$ cat src/rtl/ahwc_pkg.sv
`timescale 1ns / 1ps

package ahwc_pkg;

    // Field widths fixed by the interface
    localparam int CNT_W    = 9;
    localparam int SAMPLE_W = 2;

    // Sample codes
    localparam logic [SAMPLE_W-1:0] SAMPLE_NONE   = 2'd0;
    localparam logic [SAMPLE_W-1:0] SAMPLE_READ   = 2'd1;
    localparam logic [SAMPLE_W-1:0] SAMPLE_WRITE  = 2'd2;
    localparam logic [SAMPLE_W-1:0] SAMPLE_UNUSED = 2'd3;

    // Window length after reset
    localparam logic [CNT_W-1:0] WIN_LEN_RESET = 9'd256;

endpackage

$ cat src/rtl/access_history_window_counter.sv
`timescale 1ns / 1ps

// Channel   Direction  Handshake                 Payload
// in        request    i_in_valid / o_in_stall   i_new_value, i_clear
// out       result     o_out_valid / i_out_stall o_read_count, o_write_count,
//                                                o_idle_count, o_evicted_value
// cfg       write      i_cfg_we                  i_cfg_wdata (window length)
//
// One request per cycle sustained while the result does not stall; an accepted
// request passes the input register, then one slot read-modify-write, into the
// result register. The history slot at the next position is prefetched into a
// register, so the single memory read port keeps up with the request rate.
// Reset is synchronous: no clearing pass, a fill count marks which slots
// were written since the last reset or clear request; others read as none.
// A stalled result holds; the input register keeps one request while the
// result stalls, then o_in_stall rises.

module access_history_window_counter #(
    parameter int MAX_WINDOW = 256
) (
    input  logic                              i_clk,
    input  logic                              i_rst_n,
    // request channel
    input  logic                              i_in_valid,
    output logic                              o_in_stall,
    input  logic [ahwc_pkg::SAMPLE_W-1:0]     i_new_value,
    input  logic                              i_clear,
    // result channel
    output logic                              o_out_valid,
    input  logic                              i_out_stall,
    output logic [ahwc_pkg::CNT_W-1:0]        o_read_count,
    output logic [ahwc_pkg::CNT_W-1:0]        o_write_count,
    output logic [ahwc_pkg::CNT_W-1:0]        o_idle_count,
    output logic [ahwc_pkg::SAMPLE_W-1:0]     o_evicted_value,
    // window length register
    input  logic                              i_cfg_we,
    input  logic [ahwc_pkg::CNT_W-1:0]        i_cfg_wdata
);

    localparam int CW = ahwc_pkg::CNT_W;
    localparam int SW = ahwc_pkg::SAMPLE_W;
    localparam int AW = $clog2(MAX_WINDOW);
    localparam int PW = (AW + 1 > CW) ? AW + 1 : CW;
    localparam int MAX_LEN_I = (MAX_WINDOW > (1 << CW) - 1) ? (1 << CW) - 1 : MAX_WINDOW;
    localparam logic [CW-1:0] MAX_LEN = CW'(MAX_LEN_I);

    // state
    logic [CW-1:0]  r_win_len;
    logic           r_in_valid;
    logic [SW-1:0]  r_nv;
    logic           r_clr;
    logic [AW-1:0]  r_pos;
    logic [AW:0]    r_fill;
    logic [SW-1:0]  r_slot;
    logic [CW-1:0]  r_rd;
    logic [CW-1:0]  r_wr;
    logic [SW-1:0]  r_hist [MAX_WINDOW];
    logic           r_out_valid;
    logic [CW-1:0]  r_out_rd;
    logic [CW-1:0]  r_out_wr;
    logic [CW-1:0]  r_out_idle;
    logic [SW-1:0]  r_out_evict;

    logic [AW-1:0]  n_pos;
    logic [AW:0]    n_fill;
    logic [CW-1:0]  n_rd;
    logic [CW-1:0]  n_wr;
    logic [CW-1:0]  n_idle;
    logic [SW-1:0]  n_evict;

    logic           w_fire;
    logic           w_accept;
    logic           w_wr_en;
    logic [CW-1:0]  w_len;
    logic [SW-1:0]  w_nv;
    logic [CW-1:0]  w_rd_dec;
    logic [CW-1:0]  w_wr_dec;
    logic [PW-1:0]  w_pos_inc;
    logic [CW:0]    w_busy;

    // handshake
    assign w_fire     = r_in_valid && (!r_out_valid || !i_out_stall);
    assign o_in_stall = r_in_valid && !w_fire;
    assign w_accept   = i_in_valid && !o_in_stall;
    assign w_wr_en    = w_fire && !r_clr;

    // effective length: zero acts as one, capped at store depth and count max
    always_comb begin
        if (r_win_len == '0) begin
            w_len = CW'(1);
        end else if (r_win_len > MAX_LEN) begin
            w_len = MAX_LEN;
        end else begin
            w_len = r_win_len;
        end
    end

    // unused sample code records as none
    assign w_nv = (r_nv == ahwc_pkg::SAMPLE_UNUSED) ? ahwc_pkg::SAMPLE_NONE : r_nv;

    // slot update, tallies and position
    always_comb begin
        n_pos     = r_pos;
        n_fill    = r_fill;
        n_rd      = r_rd;
        n_wr      = r_wr;
        n_evict   = ahwc_pkg::SAMPLE_NONE;
        w_rd_dec  = r_rd;
        w_wr_dec  = r_wr;
        w_pos_inc = PW'(r_pos) + PW'(1);
        if (w_fire) begin
            if (r_clr) begin
                n_pos  = '0;
                n_fill = '0;
                n_rd   = '0;
                n_wr   = '0;
            end else begin
                // slots at or beyond the fill count were not written since clear
                if ((AW + 1)'(r_pos) < r_fill) begin
                    n_evict = r_slot;
                end
                if ((AW + 1)'(r_pos) == r_fill) begin
                    n_fill = r_fill + (AW + 1)'(1);
                end
                if (n_evict == ahwc_pkg::SAMPLE_READ && r_rd != '0) begin
                    w_rd_dec = r_rd - CW'(1);
                end
                if (n_evict == ahwc_pkg::SAMPLE_WRITE && r_wr != '0) begin
                    w_wr_dec = r_wr - CW'(1);
                end
                n_rd = w_rd_dec;
                n_wr = w_wr_dec;
                if (w_nv == ahwc_pkg::SAMPLE_READ && w_rd_dec < w_len) begin
                    n_rd = w_rd_dec + CW'(1);
                end
                if (w_nv == ahwc_pkg::SAMPLE_WRITE && w_wr_dec < w_len) begin
                    n_wr = w_wr_dec + CW'(1);
                end
                n_pos = (w_pos_inc >= PW'(w_len)) ? '0 : w_pos_inc[AW-1:0];
            end
        end
    end

    // idle count saturates at zero
    assign w_busy = (CW + 1)'(n_rd) + (CW + 1)'(n_wr);
    assign n_idle = (w_busy > (CW + 1)'(w_len)) ? '0 : CW'((CW + 1)'(w_len) - w_busy);

    // history memory: write the current slot, prefetch the next one
    always_ff @(posedge i_clk) begin
        if (w_wr_en) begin
            r_hist[r_pos] <= w_nv;
        end
        if (w_wr_en && n_pos == r_pos) begin
            r_slot <= w_nv;
        end else begin
            r_slot <= r_hist[n_pos];
        end
    end

    // control state
    always_ff @(posedge i_clk) begin
        if (!i_rst_n) begin
            r_win_len   <= ahwc_pkg::WIN_LEN_RESET;
            r_in_valid  <= 1'b0;
            r_pos       <= '0;
            r_fill      <= '0;
            r_rd        <= '0;
            r_wr        <= '0;
            r_out_valid <= 1'b0;
        end else begin
            if (i_cfg_we) begin
                r_win_len <= i_cfg_wdata;
            end
            if (w_accept) begin
                r_in_valid <= 1'b1;
            end else if (w_fire) begin
                r_in_valid <= 1'b0;
            end
            r_pos  <= n_pos;
            r_fill <= n_fill;
            r_rd   <= n_rd;
            r_wr   <= n_wr;
            if (w_fire) begin
                r_out_valid <= 1'b1;
            end else if (!i_out_stall) begin
                r_out_valid <= 1'b0;
            end
        end
    end

    // payload registers
    always_ff @(posedge i_clk) begin
        if (w_accept) begin
            r_nv  <= i_new_value;
            r_clr <= i_clear;
        end
        if (w_fire) begin
            r_out_rd    <= n_rd;
            r_out_wr    <= n_wr;
            r_out_idle  <= n_idle;
            r_out_evict <= n_evict;
        end
    end

    assign o_out_valid     = r_out_valid;
    assign o_read_count    = r_out_rd;
    assign o_write_count   = r_out_wr;
    assign o_idle_count    = r_out_idle;
    assign o_evicted_value = r_out_evict;

endmodule

$ cat config.mk
export PLATFORM = sky130hd
export DESIGN_NAME = access_history_window_counter
export DESIGN_NICKNAME = d
export VERILOG_FILES = /design/src/rtl/ahwc_pkg.sv /design/src/rtl/access_history_window_counter.sv
export SDC_FILE = /design/constraint.sdc
export NUM_CORES = 1
export LEC_CHECK = 0
export BUFFER_PORTS_ARGS = -buffer_cell sky130_fd_sc_hd__buf_4
export CORE_MARGIN = 1
export CORE_UTILIZATION = 36
export DETAILED_ROUTE_END_ITERATION = 8
export PLACE_DENSITY_LB_ADDON = 0.3
export SETUP_SLACK_MARGIN = 0.15
export SLEW_MARGIN = 20
export SYNTH_ARGS = -nofsm -noshare
export SYNTH_HDL_FRONTEND = slang
export SYNTH_SLANG_ARGS = --single-unit
$ cat constraint.sdc
create_clock -name i_clk -period 17.1 [get_ports i_clk]
set_input_delay 0.855 -clock i_clk [delete_from_list [all_inputs] [get_ports i_clk]]
set_output_delay 0.855 -clock i_clk [all_outputs]
set_load 0.02 [all_outputs]
# After elaboration in Yosys (flattened, before gate mapping)
# Memory sizes are Yosys's and may differ from the RTL's. A register that Yosys moved wholly into a read port is not among the register bits.
# Cells that the tools add are included.
totals:
  regBits: 78
  mem_count: 1
  ram_bits: 512
mem_list:
  columns: ["memory", "words", "width", "read_ports", "rd_clocked_by_memory_dff", "write_ports", "line_no", "text"]
  rows:
  - ["r_hist", 256, 2, 1, 1, 1, "access_history_window_counter.sv:57", "logic [SW-1:0] r_hist [MAX_WINDOW];"]
classes:
  n_eq_ne: 7
  add_sub_neg: 8
  n_reduce_logical: 20
  magnitude_cmp: 6
  n_mux: 29
ops:
  columns: ["cell", "n"]
  rows:
  - ["two-way mux 9 bit", 16]
  - ["adder 9 x 1 -> 9 bit, second input constant", 3]
  - ["two-way mux 8 bit", 3]
  - ["less-than comparator 9 bit", 2]
  - ["nonzero test 9 bit", 2]
  - ["subtractor 9 x 1 -> 9 bit, second input constant", 2]
  - ["adder 9 x 9 -> 10 bit", 1]
  - ["> comparator 10 x 9 -> 1 bit", 1]
  - ["adder 8 x 1 -> 9 bit, second input constant", 1]
  - ["equality test 8 x 9 -> 1 bit", 1]
  - ["greater-or-equal comparator 9 bit", 1]
  - ["> comparator 9 bit, second input constant", 1]
  - ["logical NOT 9 bit", 1]
  - ["less-than comparator 8 x 9 -> 1 bit", 1]
  - ["subtractor 9 bit", 1]
  - ["logical AND 1 bit", 8]
  - ["two-way mux 2 bit", 4]
  - ["equality test 2 bit, second input constant", 3]
  - ["two-way mux 1 bit", 6]
  - ["logical NOT 1 bit", 5]
  - ["equality test 2 x 1 -> 1 bit, second input constant", 2]
  - ["nonzero test 2 bit", 2]
  - ["!= test 2 x 1 -> 1 bit, second input constant", 1]
  - ["AND reduction 2 bit", 1]
  - ["logical OR 1 bit", 1]

# Depth between registers and ports, before layout
# Gate-level depths: netlist of the first run.
logic_depth:
  depth_word: 16
  ltp_mapped: 43

# Worst setup path before layout of the first run
# Ideal clock, no wire load.
synth_path:
  kind: "register to register"
  from: "register r_nv[0]"
  to: "register r_out_idle[2] (netlist: o_idle_count[2]), data pin"
  arrival_ns: 11.769
  setup_slack_ns: 5.197
  path_stages_with_launch: 27
  required_time_ns: 16.966
  path_buffers: 0
  cell_sequence: "edfxtp_1 > nor2b_1 > nand2b_1 > or3_1 > a211oi_1 > or2_2 > nor4_1 > a21o_1 > a21oi_1 > nor2_1 > nor2_1 > ha_1 > inv_1 > fa_1 > inv_1 > ha_1 > nor2b_1 > o21a_1 > o21a_1 > o21a_1 > o21ai_0 > a21oi_1 > o21a_1 > o21ai_0 > nand2b_1 > a221oi_1 > and2_1"
synth_via:
  elab_chain_len: 9
  word_cells_on_any_way: 15
  classes_between: "2 x add/sub; 1 x order compare; 3 x eq/ne; 7 x mux; 2 x reduce/logical"
synth_lines:
  columns: ["item", "line_no", "text"]
  rows:
  - ["from (decl)", "access_history_window_counter.sv:50", "logic [SW-1:0] r_nv;"]
  - ["from (signal assigned)", "access_history_window_counter.sv:194", "r_nv <= i_new_value;"]
  - ["equality test 2 bit (*)", "access_history_window_counter.sv:99", "assign w_nv = (r_nv == ahwc_pkg::SAMPLE_UNUSED) ? ahwc_pkg::SAMPLE_NONE : r_nv;"]
  - ["two-way mux 2 bit (*)", "access_history_window_counter.sv:99", null]
  - ["via w_nv[1]", "access_history_window_counter.sv:75", "logic [SW-1:0] w_nv;"]
  - ["equality test 2 bit (*)", "access_history_window_counter.sv:136", "if (w_nv == ahwc_pkg::SAMPLE_WRITE && w_wr_dec < w_len) begin"]
  - ["logical AND 1 bit (*)", "access_history_window_counter.sv:136", null]
  - ["two-way mux 9 bit (*)", "access_history_window_counter.sv:136", null]
  - ["two-way mux 9 bit (*)", "access_history_window_counter.sv:112", "if (r_clr) begin"]
  - ["two-way mux 9 bit (*)", "access_history_window_counter.sv:111", "if (w_fire) begin"]
  - ["via n_wr[0]", "access_history_window_counter.sv:67", "logic [CW-1:0] n_wr;"]
  - ["adder 9 x 9 -> 10 bit (*)", "access_history_window_counter.sv:145", "assign w_busy = (CW + 1)'(n_rd) + (CW + 1)'(n_wr);"]
  - ["subtractor 9 bit or > comparator 10 x 9 -> 1 bit (tied branches)", "access_history_window_counter.sv:146", "assign n_idle = (w_busy > (CW + 1)'(w_len)) ? '0 : CW'((CW + 1)'(w_len) - w_busy);"]
  - ["to (signal assigned)", "access_history_window_counter.sv:200", "r_out_idle <= n_idle;"]
  - ["to (decl)", "access_history_window_counter.sv:61", "logic [CW-1:0] r_out_idle;"]
# The timed path passes the listed nets; every way through them passes the cells marked *.
# A chain may end at the register's enable or synchronous reset.

==> flow_summary.toml, run 1 <==
[finish]
commonest_non_fill_non_tap_cell_in_the_layout = "edfxtp_1"
final_cell_area_um2 = 30800
finish.utilization = 0.411
drive_above_1_share = 0.143
nets = 2099
flow.area_growth_from_synthesis_pct = 12.1
n_antenna_cell = 0
final_cell_mix = "edfxtp_1, nor2_1, mux4_2"

[power]
share_comb_of_total_power = 0.048
power.net_switching_w = 0.000684
p_int_w = 0.00249
power_per_cell_area_nw_per_um2 = 103
clock_power_frac = 0.445
power.share.switching = 0.216
p_seq_frac = 0.507
vdd.ir_drop.worst_mv = 0.0584
leakagePower_nw = 9.64

[critical_path]
worstSetupPathType = "reg2reg"
cp_max_fo = 50
worst_ep_arrival_time_ns = 11.21
worst-r2r-cell-count = 35
critical_path.most_common_cell = "a21o_1"
cp-end-kind = "flip-flop"
cp_data_required_time_ns = 17.58
setup.worst_path.start_class = "flip-flop"
critical_path.max_stage_delay_ns = 1.00
critPathSlowestCell = "nor4_1"

[cts]
clk_lat_worst_skew_ns = 0.62
cts.htree.levels = 3
clk_path_buf_depth = 3
cts_root_buffer = "clkbuf_16"
tritoncts = "done"
cts_sinks = 598
path_clk_slew_ns = 0.06
cts_buffers = 66
cts-resized-gates = 0
cts.repair_timing.setup_buffer_count = 0
holdBufCountCts = 0

[route]
drt_iter0_drc = 1493
antenna_violating_nets_post_route = 0
avgRoutedWirePerCell_um = 22.8
via_count = 16800
drt_wl_total_um = 69100
route.detailed.vias_per_inst = 5.55
route.detailed.drc = 0
drt-pass1-iter-count = 6

[floorplanning]
number_of_placement_rows = 100
die_footprint_um2 = 77500
core_area_um2 = 75100
floorplan.die.height_um = 278
start_util = 0.366
num_io_pins = 48
width_of_the_die_um = 278

[global_routing]
antenna_found_initial = 0
pin_count_of_the_biggest_net_entering_global_routing = 258
vias_in_the_first_global_route = 17000
first_pass_grt_wire_length_um = 104000
globalRouteTotalUtil = 0.177
grt.overflow.total = 0

[place]
place_area_um2 = 28700
gp_congestion = 0.853
dp.final_hpwl_um = 44200
io_buffer_count = 47

[synth]
net_count_after_synthesis = 2070
ys_seq_area_frac = 0.633
syn-instance-count = 1983
synth_edf_count = 544
netlist_area_um2 = 27500
synth_async_sr_flop_share = 0
yosys_register_bits = 598
syn_avg_cell_area_um2 = 13.9
synth_cell_types = 78
ys.warnings.count = 0
synth_flop_cell = "edfxtp_1"

[sta]
worst_hold_slack_ns = 0.430
final_report_setup_violation_count = 0
endpoints_failing_hold = 0
fmax_mhz = 93.2
timing.slew.headroom = 0.238
unrepaired_setup_endpoints_after_global_routing = "false"
worst_clock_skew_ns = 0.0331
fin_setup_tns_ns = 0
slew_violations = 0
final_min_period_over_clock_period = 0.628
finalCriticalPeriod_ns = 10.73
max_slew.worst_pin.slew_ns = 1.13

[worst_hold_path]
origin_of_the_worst_min_delay_path = "i_new_value[0]"
timing.hold.worst.class = "in2reg"
hold-path-cell-count = 1

[status]
result_of_the_run = "complete, no violations"

[run]
count_of_max_cap_constraint_violations = 0
registers in the layout (all words and copies together), names as in the netlist, named ones only:
signal,flops
r_hist,512
o_idle_count,9
o_read_count,9
o_write_count,9
r_fill,9
r_rd,9
r_win_len,9
r_wr,9
r_pos,8
o_evicted_value,2
r_nv,2
o_out_valid,1
r_clr,1
r_in_valid,1
routing by layer:
metal  global-route usage  up-vias  share of wire
met1                0.238     8610           0.43
met5                    0        -              0
met3               0.0285      110          0.055
met4               0.0445        0          0.022
met2                0.299      529           0.49
li1                     -     7575              -
power by group through the flow:
stage          clock network, W  logic (W)  registers [W]
2_1_floorplan                 0   0.000109        0.00165
3_3_place_gp                  0   0.000151        0.00164
3_5_place_dp                  0   0.000153        0.00164
4_1_cts                 0.00144   0.000154        0.00161
5_1_grt                 0.00149   0.000167        0.00161
6_report                0.00141   0.000153        0.00161
kinds of logic after synthesis:
kind of cell / count (synthesis) / share of synthesized area
muxes: 169 / 0.111
AOI/OAI and AO/OA: 242 / 0.0626
buffers and inverters: 168 / 0.0290
adders and majority gates: 70 / 0.0324
DFF: 598 / 0.633
and+or+nand+nor: 684 / 0.115
xor gates and xnor gates: 52 / 0.0166
final cells by class:
type / instances / area [um2]
multi-input combinational: 1217 / 9310
inverter: 64 / 240
clock buffer: 86 / 1770
timing repair buffer: 65 / 524
tap: 969 / 1210
sequential: 598 / 17400
clock inverter: 35 / 365
fill: 6860 / 44200
worst max-delay path: cells and delay by family, from the launching register on:
kind	cells	cell delay, ns
flops	1	0.75
fa+ha+maj	3	0.99
mux	1	0.41
buf+inv	1	0.88
compound gates	20	5.10
simple gates	8	2.15
xor+xnor	2	0.25
stage by stage:
| stage | std cells | setup slack, ns | total power, W |
|---|---|---|---|
| after detailed placement | 2912 | 6.34 | 0.00179 |
| final | 3034 | 6.37 | 0.00317 |
| after CTS | 3033 | 6.33 | 0.00320 |
| after global routing | 3034 | 5.26 | 0.00326 |
| after global placement | 2912 | 6.70 | 0.00179 |
| after floorplan | 1983 | 5.20 | 0.00176 |
worst paths after layout:
check / slack, ns / endpoint
max: 6.37 / o_idle_count[8]
max reg2reg: 6.37 / o_idle_count[8]
min: 0.43 / r_nv[0]
min reg2reg: 0.49 / r_fill[7]
cell usage after synthesis (19+ instances only):
library cell	number	area, um2
xnor2_1	36	315
nand2_1	101	379
mux2i_1	58	581
nand4_1	19	119
dfxtp_1	54	1080
inv_1	62	233
ha_1	68	851
a22oi_1	30	225
and2_1	23	144
nand3_1	53	265
a21o_1	27	203
o21ai_0	26	130
a21oi_1	43	215
nor2b_1	41	257
mux4_2	104	2340
clkbuf_1	66	248
nor2_1	334	1250
edfxtp_1	544	16300
Note: power is estimated with default switching activity, not from simulation.
==> inputs of run 2 (changes only) <==
==> constraint.sdc (replaced) <==
create_clock -name i_clk -period 10.1 [get_ports i_clk]
set_input_delay 0.505 -clock i_clk [delete_from_list [all_inputs] [get_ports i_clk]]
set_output_delay 0.505 -clock i_clk [all_outputs]
set_load 0.02 [all_outputs]
==> flow_summary.toml, run 2 (synthesized netlist as in run 1, its figures left out) <==
[status]
result_of_the_run = "complete, no violations"

[finish]
final_cell_mix = "edfxtp_1, nor2_1, mux4_2"
nets = 2118
area_of_combinational_cells_with_multiple_inputs_um2 = 9320
finish.utilization = 0.412
seq_area_um2 = 17400
n_antenna_cell = 0
commonest_non_fill_non_tap_cell_in_the_layout = "edfxtp_1"
registers.top_by_ff_count = "r_hist"
finalNonFillerCells = 3047
layout.filler_cells = 6908
largest_reg_flops = 512
drive_above_1_share = 0.152
flow.area_growth_from_synthesis_pct = 12.5

[floorplanning]
num_io_pins = 48
number_of_placement_rows = 100
floorplan.die.height_um = 278
start_util = 0.366
core_area_um2 = 75100
die_footprint_um2 = 77500
width_of_the_die_um = 278

[critical_path]
rr_endpoint = "o_idle_count[0]"
cp-end-kind = "flip-flop"
timing.reg2reg.setup_slack_ns = 0.85
worstSetupPathType = "reg2reg"
critPathSlowestCell = "dfxtp_4"
worst_ep_arrival_time_ns = 9.73
worst-r2r-cell-count = 35
critical_path.most_common_cell = "o21a_1"
cp_max_fo = 23
setup.worst_path.start_class = "flip-flop"
cp_data_required_time_ns = 10.58
critical_path.max_stage_delay_ns = 0.71

[cts]
tritoncts = "done"
cts_buffers = 61
holdBufCountCts = 0
clk_path_buf_depth = 3
path_clk_slew_ns = 0.07
cts_root_buffer = "clkbuf_16"
cts_sinks = 598
cts.htree.levels = 2
clk_lat_worst_skew_ns = 0.63

[sta]
post_layout_worst_setup_margin_ns = 0.848
final_report_setup_violation_count = 0
worst_clock_skew_ns = 0.0229
final_min_period_over_clock_period = 0.916
slew_violations = 0
timing.slew.headroom = 0.280
endpoints_failing_hold = 0
fmax_mhz = 108
max_slew.worst_pin.slew_ns = 1.08
finalCriticalPeriod_ns = 9.25
unrepaired_setup_endpoints_after_global_routing = "false"
fin_setup_tns_ns = 0

[global_routing]
grt.overflow.total = 0
antenna_found_initial = 1
globalRouteTotalUtil = 0.178
first_pass_grt_wire_length_um = 105000
pin_count_of_the_biggest_net_entering_global_routing = 258
vias_in_the_first_global_route = 17000

[route]
antenna_violating_nets_post_route = 0
drt_wl_total_um = 69900
route.detailed.drc = 0
via_count = 16900
route.detailed.vias_per_inst = 5.55
avgRoutedWirePerCell_um = 22.9
drt_iter0_drc = 1524
drt-pass1-iter-count = 7

[place]
io_buffer_count = 47
dp.final_hpwl_um = 46000
dp.cells = 2934
post-place-ws_ns = 0.735
gp_congestion = 0.893

[worst_hold_path]
origin_of_the_worst_min_delay_path = "i_new_value[0]"
hold-path-cell-count = 1
timing.hold.worst.class = "in2reg"
hold_path_end = "r_nv[0]"

[power]
leakagePower_nw = 9.71
power_per_cell_area_nw_per_um2 = 169
post-layout-total-power_w = 0.00523
vdd.ir_drop.worst_mv = 0.151

[run]
count_of_max_cap_constraint_violations = 0
## run 2: critical path, delay by kind of cell, from the launching register on
family | cells | cell delay [ns]
multiplexers | 2 | 0.76
AO/OA/AOI/OAI | 15 | 3.28
flip-flops | 1 | 0.71
AND/OR/NAND/NOR | 8 | 1.80
adder cells (fa/ha/maj) | 4 | 1.37
buffers and inverters | 4 | 0.71
XOR/XNOR | 2 | 0.44
## run 2: how the worst max path moves through the flow
| stage | endpoint | slack (ns) | cells after the start |
|---|---|---|---|
| detailed placement | o_idle_count[0] | 0.74 | 35 |
| floorplan | o_idle_count[2] | 1.15 | 26 |
| finish | o_idle_count[0] | 0.85 | 35 |
| CTS | o_idle_count[0] | 0.66 | 35 |
| global placement | o_idle_count[0] | 0.90 | 34 |
| global route | o_idle_count[0] | 0.33 | 36 |
## run 2: layout make-up
class / count / share of cell area
clock inverter: 38 / 0.0130
clock buffer: 72 / 0.0507
timing repair buffer: 89 / 0.0252
tap: 969 / 0.0392
sequential: 598 / 0.563
inverter: 64 / 0.00776
multi-input combinational: 1217 / 0.301
## run 2: layer usage
layer	up-vias	GRT usage	wire length [um]
met5	-	0	8
met4	2	0.0442	1430
met3	99	0.0266	4270
met2	569	0.299	34200
met1	8656	0.242	29900
li1	7599	-	-
## run 2: what timing repair did
action | CTS | global route
endpoints found under the setup margin | 0 | 2
buffers inserted | 0 | 1
gates resized for setup | 0 | 1
## run 2: power breakdown
group          internal [W]  switching, W  leakage, nW  total, W
logic              0.000110      0.000160         3.61  0.000270
clock network       0.00128      0.000950        0.957   0.00224
registers           0.00271     0.0000125         5.14   0.00272
total               0.00411       0.00112         9.71   0.00523
## run 2: through the flow
step / area (um2) / hold WS (ns)
after detailed placement: 28900 / 0.487
after CTS: 30900 / 0.0201
after global routing: 30900 / 0.0223
final: 30900 / 0.0554
after global placement: 28900 / 0.464
after floorplan: 27500 / 0.451
